===== config.mk =====
export PLATFORM = sky130hd
export DESIGN_NAME = ecg_nibble_delta_decoder_core
export DESIGN_NICKNAME = d
export VERILOG_FILES = /design/src/rtl/core/ecgnd_pkg.sv /design/src/rtl/core/ecg_nibble_delta_decoder_core.sv /design/src/rtl/core/ecgnd_chan_dec.sv
export SDC_FILE = /design/constraint.sdc
export NUM_CORES = 1
export LEC_CHECK = 0
export BUFFER_PORTS_ARGS = -buffer_cell sky130_fd_sc_hd__buf_2
export CORE_MARGIN = 2
export CORE_UTILIZATION = 43
export DETAILED_ROUTE_END_ITERATION = 8
export MAX_ROUTING_LAYER = met4
export PLACE_DENSITY = 0.67
export SLEW_MARGIN = 20
export SYNTH_ARGS = -nofsm -noshare
export SYNTH_HDL_FRONTEND = slang
export SYNTH_SLANG_ARGS = --single-unit

===== constraint.sdc =====
create_clock -name clk -period 17.9 [get_ports clk]
set_input_delay 0.895 -clock clk [delete_from_list [all_inputs] [get_ports clk]]
set_output_delay 0.895 -clock clk [all_outputs]
set_load 0.005 [all_outputs]

===== src/rtl/core/ecgnd_pkg.sv =====
// ---------------------------------------------------------------------------
// ecgnd_pkg: shared types and constants for the ECG nibble delta decoder
// Channel state, per-channel decode result, marker codes and saturation helpers.
// ---------------------------------------------------------------------------
`default_nettype none

package ecgnd_pkg;

  // Absolute-form values on channel one that act as event markers
  localparam logic [9:0] MARK_A     = 10'd1001;
  localparam logic [9:0] MARK_B     = 10'd1002;
  localparam logic [9:0] MARK_C     = 10'd1010;
  localparam logic [9:0] MARK_LIMIT = 10'd1000;

  // Output clamp level
  localparam logic signed [15:0] CLAMP_TOP = 16'sd1000;

  // ceil(2^17 / 3): exact divide by three for magnitudes below 2^17
  localparam logic [16:0] RECIP3 = 17'd43691;

  // Code form, selected by bits 3..2 of a nibble (00 and 01 are short deltas)
  localparam logic [1:0] FORM_WIDE = 2'b10;
  localparam logic [1:0] FORM_ABS  = 2'b11;

  // One channel: two lookahead nibbles (bit 4 = consumed) and the sample line
  typedef struct packed {
    logic [4:0]         h0;
    logic [4:0]         h1;
    logic signed [15:0] d0;
    logic signed [15:0] d1;
    logic signed [15:0] d2;
    logic signed [15:0] d3;
  } chan_state_t;

  // Decode of one channel before the line shifts
  typedef struct packed {
    logic signed [15:0] d1;
    logic signed [15:0] d2;
    logic signed [15:0] d3;
    logic               used1;
    logic               used2;
    logic               mark;
    logic [9:0]         mark_val;
  } chan_dec_t;

  function automatic logic signed [15:0] sat16(input logic signed [17:0] v);
    logic signed [15:0] r;
    if (v > 18'sd32767) begin
      r = 16'sh7fff;
    end else if (v < -18'sd32768) begin
      r = 16'sh8000;
    end else begin
      r = v[15:0];
    end
    return r;
  endfunction

  function automatic logic signed [15:0] clamp_top(input logic signed [15:0] s);
    logic signed [15:0] r;
    r = (s > CLAMP_TOP) ? CLAMP_TOP : s;
    return r;
  endfunction

endpackage

`default_nettype wire


===== src/rtl/core/ecg_nibble_delta_decoder_core.sv =====
// ---------------------------------------------------------------------------
// ecg_nibble_delta_decoder_core: two-channel ECG nibble delta decoder
// Each input beat passes through the input register, then the result register; one
// beat per cycle sustained unless out_stall holds, limited by the state update (divide-by-three multiply).
// Synchronous reset clears channel state to zero with no nibble consumed.
// ---------------------------------------------------------------------------
`default_nettype none

module ecg_nibble_delta_decoder_core (
  input  logic               clk,
  input  logic               rst_n,
  input  logic               in_valid,
  output logic               in_stall,
  input  logic [7:0]         in_code_byte,
  output logic               out_valid,
  input  logic               out_stall,
  output logic signed [15:0] out_sample_one,
  output logic signed [15:0] out_sample_two,
  output logic [7:0]         out_packed_low_one,
  output logic [7:0]         out_packed_high_nibbles,
  output logic [7:0]         out_packed_low_two
);
  import ecgnd_pkg::*;

  // Input register
  logic       in_valid_r, in_valid_nxt;
  logic [7:0] in_byte_r;
  logic       in_take;
  logic       adv;

  // Channel state
  chan_state_t st1_r, st1_nxt;
  chan_state_t st2_r, st2_nxt;
  chan_dec_t   dec1, dec2;

  // Result register
  logic               out_valid_r, out_valid_nxt;
  logic signed [15:0] s1_r, s2_r, s1_nxt, s2_nxt;

  logic [3:0]         nib1, nib2;
  logic [9:0]         mv;
  logic               h2_zero;
  logic signed [15:0] l1_1, l1_2, l1_3;
  logic signed [15:0] l2_1, l2_2, l2_3;
  logic               u1_1, u1_2, u2_1, u2_2;

  // Handshake
  assign adv      = in_valid_r && (!out_valid_r || !out_stall);
  assign in_stall = in_valid_r && !adv;
  assign in_take  = in_valid && !in_stall;

  assign in_valid_nxt  = in_take ? 1'b1 : (adv ? 1'b0 : in_valid_r);
  assign out_valid_nxt = adv || (out_valid_r && out_stall);

  assign nib1 = in_byte_r[7:4];
  assign nib2 = in_byte_r[3:0];

  ecgnd_chan_dec u_dec1 (
    .st_i    (st1_r),
    .nib_i   (nib1),
    .watch_i (1'b1),
    .dec_o   (dec1)
  );

  ecgnd_chan_dec u_dec2 (
    .st_i    (st2_r),
    .nib_i   (nib2),
    .watch_i (1'b0),
    .dec_o   (dec2)
  );

  // Marker handling and line entries before shift
  always_comb begin
    mv      = dec1.mark_val;
    h2_zero = (st2_r.h0 == 5'd0) && (st2_r.h1 == 5'd0) && (nib2 == 4'd0);
    u1_1    = dec1.used1;
    u1_2    = dec1.used2;
    if (dec1.mark) begin
      if ((mv == MARK_A) || (mv == MARK_B)) begin
        l1_1 = h2_zero ? $signed({6'd0, mv}) : st1_r.d0;
      end else if (mv == MARK_C) begin
        l1_1 = $signed({6'd0, mv});
      end else begin
        l1_1 = st1_r.d0;
      end
      l1_2 = st1_r.d0;
      l1_3 = st1_r.d0;
      if ((mv == MARK_C) && (st2_r.h0[1:0] == 2'b00)) begin
        l2_1 = $signed({8'd0, st2_r.h1[3:0], nib2});
      end else begin
        l2_1 = st2_r.d0;
      end
      l2_2 = st2_r.d0;
      l2_3 = st2_r.d0;
      u2_1 = 1'b1;
      u2_2 = 1'b1;
    end else begin
      l1_1 = dec1.d1;
      l1_2 = dec1.d2;
      l1_3 = dec1.d3;
      l2_1 = dec2.d1;
      l2_2 = dec2.d2;
      l2_3 = dec2.d3;
      u2_1 = dec2.used1;
      u2_2 = dec2.used2;
    end
  end

  // Shift into next state
  always_comb begin
    st1_nxt    = st1_r;
    st2_nxt    = st2_r;
    if (adv) begin
      st1_nxt.h0 = {st1_r.h1[4] | u1_1, st1_r.h1[3:0]};
      st1_nxt.h1 = {u1_2, nib1};
      st1_nxt.d0 = l1_1;
      st1_nxt.d1 = l1_2;
      st1_nxt.d2 = l1_3;
      st1_nxt.d3 = l1_3;
      st2_nxt.h0 = {st2_r.h1[4] | u2_1, st2_r.h1[3:0]};
      st2_nxt.h1 = {u2_2, nib2};
      st2_nxt.d0 = l2_1;
      st2_nxt.d1 = l2_2;
      st2_nxt.d2 = l2_3;
      st2_nxt.d3 = l2_3;
    end
  end

  // Output select: skip past a marker entry, then clamp
  always_comb begin
    if (l1_1 > CLAMP_TOP) begin
      s1_nxt = clamp_top(l1_2);
      s2_nxt = clamp_top(l2_2);
    end else begin
      s1_nxt = clamp_top(l1_1);
      s2_nxt = clamp_top(l2_1);
    end
  end

  // Control and state registers
  always_ff @(posedge clk) begin
    if (!rst_n) begin
      in_valid_r  <= 1'b0;
      out_valid_r <= 1'b0;
      st1_r       <= '0;
      st2_r       <= '0;
    end else begin
      in_valid_r  <= in_valid_nxt;
      out_valid_r <= out_valid_nxt;
      st1_r       <= st1_nxt;
      st2_r       <= st2_nxt;
    end
  end

  // Payload registers
  always_ff @(posedge clk) begin
    if (in_take) begin
      in_byte_r <= in_code_byte;
    end
    if (adv) begin
      s1_r <= s1_nxt;
      s2_r <= s2_nxt;
    end
  end

  assign out_valid               = out_valid_r;
  assign out_sample_one          = s1_r;
  assign out_sample_two          = s2_r;
  assign out_packed_low_one      = s1_r[7:0];
  assign out_packed_high_nibbles = {s1_r[11:8], s2_r[11:8]};
  assign out_packed_low_two      = s2_r[7:0];

  // Checks
  a_clamp_one: assert property (@(posedge clk) disable iff (!rst_n)
    out_valid_r |-> (s1_r <= CLAMP_TOP) && (s2_r <= CLAMP_TOP))
    else $error("result sample above clamp level");

  a_in_hold: assert property (@(posedge clk) disable iff (!rst_n)
    (in_valid_r && !adv) |=> in_valid_r && $stable(in_byte_r))
    else $error("held input beat lost");

  a_state_hold: assert property (@(posedge clk) disable iff (!rst_n)
    !adv |=> $stable(st1_r) && $stable(st2_r))
    else $error("channel state changed without a beat");

  a_out_source: assert property (@(posedge clk) disable iff (!rst_n)
    $rose(out_valid_r) |-> $past(adv))
    else $error("result beat without a decoded input");

endmodule

`default_nettype wire


===== src/rtl/core/ecgnd_chan_dec.sv =====
// ---------------------------------------------------------------------------
// ecgnd_chan_dec: single-channel nibble decoder
// Decodes the oldest unconsumed nibble into new sample line entries and
// consumed marks; flags channel-one marker values when watch is set.
// ---------------------------------------------------------------------------
`default_nettype none

module ecgnd_chan_dec (
  input  ecgnd_pkg::chan_state_t st_i,
  input  logic [3:0]             nib_i,
  input  logic                   watch_i,
  output ecgnd_pkg::chan_dec_t   dec_o
);
  import ecgnd_pkg::*;

  logic [3:0]         code;
  logic signed [17:0] d0x;
  logic signed [2:0]  dsmall;
  logic signed [5:0]  dwide;
  logic signed [5:0]  dwide_adj;
  logic signed [5:0]  dhalf;
  logic [9:0]         abs_val;
  logic signed [17:0] diff;
  logic [16:0]        mag;
  logic [33:0]        prod;
  logic [16:0]        quo;
  logic signed [17:0] third;
  logic signed [17:0] s_small;
  logic signed [17:0] s_wide;
  logic signed [17:0] s_half;
  logic signed [17:0] s_t1;
  logic signed [17:0] s_t2;

  assign code = st_i.h0[3:0];
  assign d0x  = $signed({{2{st_i.d0[15]}}, st_i.d0});

  // Short form: 3-bit two's complement delta
  assign dsmall  = $signed(code[2:0]);
  assign s_small = d0x + $signed({{15{dsmall[2]}}, dsmall});

  // Wide form: 6-bit delta, half step truncated toward zero
  assign dwide     = $signed({code[1:0], st_i.h1[3:0]});
  assign dwide_adj = dwide + $signed({5'd0, dwide[5]});
  assign dhalf     = dwide_adj >>> 1;
  assign s_wide    = d0x + $signed({{12{dwide[5]}}, dwide});
  assign s_half    = d0x + $signed({{12{dhalf[5]}}, dhalf});

  // Absolute form: (v - d0) / 3 by reciprocal multiply on the magnitude
  assign abs_val = {code[1:0], st_i.h1[3:0], nib_i};
  assign diff    = $signed({8'd0, abs_val}) - d0x;
  assign mag     = diff[17] ? 17'((-diff)) : diff[16:0];
  assign prod    = mag * RECIP3;
  assign quo     = prod[33:17];
  assign third   = diff[17] ? -$signed({1'b0, quo}) : $signed({1'b0, quo});
  assign s_t1    = d0x + third;
  assign s_t2    = d0x + (third <<< 1);

  // Form select
  always_comb begin
    dec_o          = '0;
    dec_o.d1       = st_i.d1;
    dec_o.d2       = st_i.d2;
    dec_o.d3       = st_i.d3;
    dec_o.mark_val = abs_val;
    if (!st_i.h0[4]) begin
      case (code[3:2])
        FORM_WIDE: begin
          dec_o.d1    = sat16(s_half);
          dec_o.d2    = sat16(s_wide);
          dec_o.used1 = 1'b1;
        end
        FORM_ABS: begin
          dec_o.used1 = 1'b1;
          dec_o.used2 = 1'b1;
          if (watch_i && (abs_val > MARK_LIMIT)) begin
            dec_o.mark = 1'b1;
          end else begin
            dec_o.d1 = sat16(s_t1);
            dec_o.d2 = sat16(s_t2);
            dec_o.d3 = $signed({6'd0, abs_val});
          end
        end
        default: begin
          dec_o.d1 = sat16(s_small);
        end
      endcase
    end
  end

endmodule

`default_nettype wire

==> metrics.log <==
INFO  metric routed_via_density = between 6 and 7
INFO  metric timing.final.max_slew_violations = 0
INFO  metric worst-path-buf-inv = 5
INFO  metric number_of_drc_markers_in_iteration_0 = between 3000 and 4000
INFO  metric grt_setup_unrepaired = false
INFO  metric critical_path.max_fanout = 11
INFO  metric route.detailed.drc = 0
INFO  metric tritoncts = built
INFO  metric drv.max_cap_violation_count = 0
INFO  metric clkSinkCount = 158
INFO  metric max_freq = around 61 MHz
INFO  metric cpLargestDelayFamily = simple AND/OR/NAND/NOR gates
INFO  metric grt_max_degree = 98
INFO  metric cts.hold.buffers_added = 0
INFO  metric antenna_found_initial = 13
INFO  metric final_util = 0.465
INFO  metric fillerInstances = ~7200
INFO  metric areaGrowthSynthToFinish = 6.69%
INFO  metric beginning_of_the_worst_register_to_register_path = st2_r[50]$_SDFFE_PN0P_
INFO  metric port_buffers = slightly below 70
INFO  metric final_period_minus_worst_setup_slack = around 16 ns
INFO  metric number_of_placement_rows = about 100
INFO  metric met1_length = roughly 51000 um
INFO  metric fp.dieH = between 200 and 300 um
INFO  metric cp_slowest_cell = sky130_fd_sc_hd__xor2_1
INFO  metric criticalPathCategory = flip-flop to flip-flop
INFO  metric hold_class = flip-flop to flip-flop
INFO  metric route.met2.wl = roughly 45000 um
INFO  metric detail_route.wl_per_cell = 22.6 um
INFO  metric yosysWarnings = 0
INFO  metric vias_in_the_first_global_route = 28600
INFO  metric cpMostUsedCell = sky130_fd_sc_hd__inv_1
INFO  metric dp.final_hpwl = ~91000 um
INFO  metric top_layer = met4
INFO  metric count_of_flip_flops_with_a_built_in_enable_after_synthesis = 40
INFO  metric final.hold.worst_slack = between 0.4 and 0.5 ns
INFO  metric relSlewSlack = 0.214
INFO  metric timing.critical_path.slowest_cell_delay = ~0.83 ns
INFO  metric met3RoutedLength = ~14000 um
INFO  metric setup.worst_path.start_class = flip-flop
INFO  metric gp_congestion = around 1.0
INFO  metric yosys.cell_types.count = 99
INFO  metric cts.reportedPaths.clkPinSlew = 0.08 ns
INFO  metric grtUsageTotal = 0.309
INFO  metric detail-route-antenna-nets = 0
INFO  metric fin_setup_tns = 0 ns
INFO  metric setup.worst_path.end_class = flip-flop
INFO  metric routed_wl = between 100000 and 150000 um
INFO  metric clock_tree.buffer_depth = 2
INFO  metric detailroute.via_count = just over 30000
INFO  metric syn-cell-area = 31200 um^2
INFO  metric outcome = finished, final reports clean
INFO  metric avgSynthCellArea = between 7 and 8 um^2
INFO  metric synth.yosys.seq_area_share = 0.114
INFO  metric htreeDepth = 4
INFO  metric finish.cell_count_without_fillers = about 5000
INFO  metric critical_path_stages = between 50 and 60
INFO  metric hp-start = st1_r[15]$_SDFFE_PN0P_
INFO  metric worst_skew_pair.late_latency = between 0.4 and 0.5 ns
INFO  metric min_delay_path_depth = 2
INFO  metric drtPass1Iterations = 8
INFO  metric mostFrequentLayoutCells = 440 x sky130_fd_sc_hd__ha_1, 436 x sky130_fd_sc_hd__inv_1, 386 x sky130_fd_sc_hd__nand2_1
INFO  metric final_nets = about 4700
INFO  metric ctsResizeCount = 0
INFO  metric total_die_area = 74700 um^2
INFO  metric ys.flop_type = sky130_fd_sc_hd__dfxtp_1
INFO  metric synth_async_sr_flop_share = 0
INFO  metric critical_path.reg2reg.endpoint = out_sample_two[3]$_DFFE_PP_
INFO  metric synth_seq_cells = 158
INFO  metric ioPinCount = 70
INFO  metric dieWidth = 273 um
INFO  metric final-hold-violation-count = 0
INFO  metric hold_critical_path_endpoint = st1_r[15]$_SDFFE_PN0P_
INFO  metric start_util = 0.436
INFO  metric total_cts_buffers = 17
INFO  metric most_common_cell_after_layout_fill_and_taps_aside = sky130_fd_sc_hd__ha_1
INFO  metric worstPathRequired = ~18 ns
INFO  metric core_footprint = 71600 um^2
INFO  metric global_route_wire_length_before_repair = roughly 170000 um
INFO  metric final-setup-viol-count = 0
INFO  metric fin_crit_sh = 0.909
INFO  metric worst_slew_pin_slew = around 1.2 ns
INFO  metric worstPathArrival = about 17 ns
INFO  metric synthCells = slightly above 4000
INFO  metric worst_clock_skew = 0.0159 ns
INFO  metric timing.reg2reg.worst_path_depth = 55
INFO  metric post_route_cells_drive_above_1_share = 0.0562
INFO  metric cts-root-buf = sky130_fd_sc_hd__clkbuf_16
INFO  metric timing.reg2reg.setup_slack = 1.64 ns
INFO  metric grt.overflow.total = 0
INFO  metric post_cts_buffers = 0
INFO  metric placedCellCount = between 4000 and 5000
-- state kept, by name, indices dropped and copies added, names as in the netlist --
name and count:
in_valid_r 1, out_valid 1, out_sample_two 16, st2_r 58, st1_r 58, out_sample_one 16, in_byte_r 8
-- layer usage --
metal | GRT usage | vias up
met5 | - | -
met4 | 0.0831 | 0
met3 | 0.104 | 199
met2 | 0.425 | 1574
met1 | 0.427 | 14500
li1 | - | 14500
-- worst max path at each step --
stage                                 startpoint                     endpoint  slack [ns]
after floorplan           st2_r[49]$_SDFFE_PN0P_  out_sample_two[4]$_DFFE_PP_        4.20
after global placement    st2_r[49]$_SDFFE_PN0P_  out_sample_two[5]$_DFFE_PP_        2.28
after detailed placement  st2_r[49]$_SDFFE_PN0P_  out_sample_two[3]$_DFFE_PP_        2.07
after CTS                 st2_r[49]$_SDFFE_PN0P_  out_sample_two[3]$_DFFE_PP_        2.00
after global routing      st2_r[49]$_SDFFE_PN0P_  out_sample_two[3]$_DFFE_PP_        0.63
final                     st2_r[50]$_SDFFE_PN0P_  out_sample_two[3]$_DFFE_PP_        1.64
-- cells by family after synthesis --
logic type / after synthesis / share of synthesized area
buf+inv: 602 / 0.0760
simple gates: 1196 / 0.184
fa+ha+maj: 622 / 0.291
xor+xnor: 245 / 0.0688
other cells: 2 / 0.000241
flops: 158 / 0.114
mux: 22 / 0.00730
compound gates: 1207 / 0.258
-- synthesized netlist by cell type (all sizes together) (10+ instances only) --
master,count,area [um^2]
ha,440,5510
inv,437,1640
nand2,388,1460
a21oi,304,1520
nor2,288,1080
o21ai,245,1230
fa,176,3520
xnor2,141,1230
dfxtp,118,2360
clkbuf,116,435
xor2,104,911
nand3,92,460
a21o,90,676
nor3,89,445
a21boi,55,413
a211oi,52,405
o21a,48,360
buf,46,285
o211ai,46,355
or3,43,269
o31ai,42,330
a31oi,41,257
nand2b,41,257
o211a,41,410
edfxtp,40,1200
and2,38,238
nor2b,38,238
and3,37,231
o21bai,35,274
nor4,29,194
nand4,28,181
o22ai,26,169
a221oi,24,216
a211o,19,166
mux2i,19,190
nor3b,19,143
o31a,17,149
or4,16,128
a2111oi,13,121
a22oi,13,97.6
o22a,10,87.6
or2,10,62.6
-- per-stage QoR --
step                setup WS, ns  cell area (um^2)
global route               0.635             33300
detailed placement          2.07             32600
finish                      1.64             33300
CTS                         2.00             33300
global placement            2.28             32600
floorplan                   4.20             31200
-- worst min-delay path, cell delays in order, from the launching register on --
cell                       delay (ns)
sky130_fd_sc_hd__dfxtp_1         0.32
sky130_fd_sc_hd__nand2_1         0.05
sky130_fd_sc_hd__a21boi_0        0.06
-- cell type report --
type / instances / area [um^2] / area share
Antenna cell: 10 / 25.0 / 0.000752
Clock buffer: 17 / 425 / 0.0128
Clock inverter: 15 / 211 / 0.00635
Inverter: 440 / 1650 / 0.0497
Multi-Input combinational cell: 3304 / 25300 / 0.761
Sequential cell: 158 / 3560 / 0.107
Tap cell: 950 / 1190 / 0.0357
Timing Repair Buffer: 142 / 896 / 0.0269
Power is left out: the tool's default activity adds up to more than one toggle a clock period on the data nets, which glitch-free logic cannot reach.
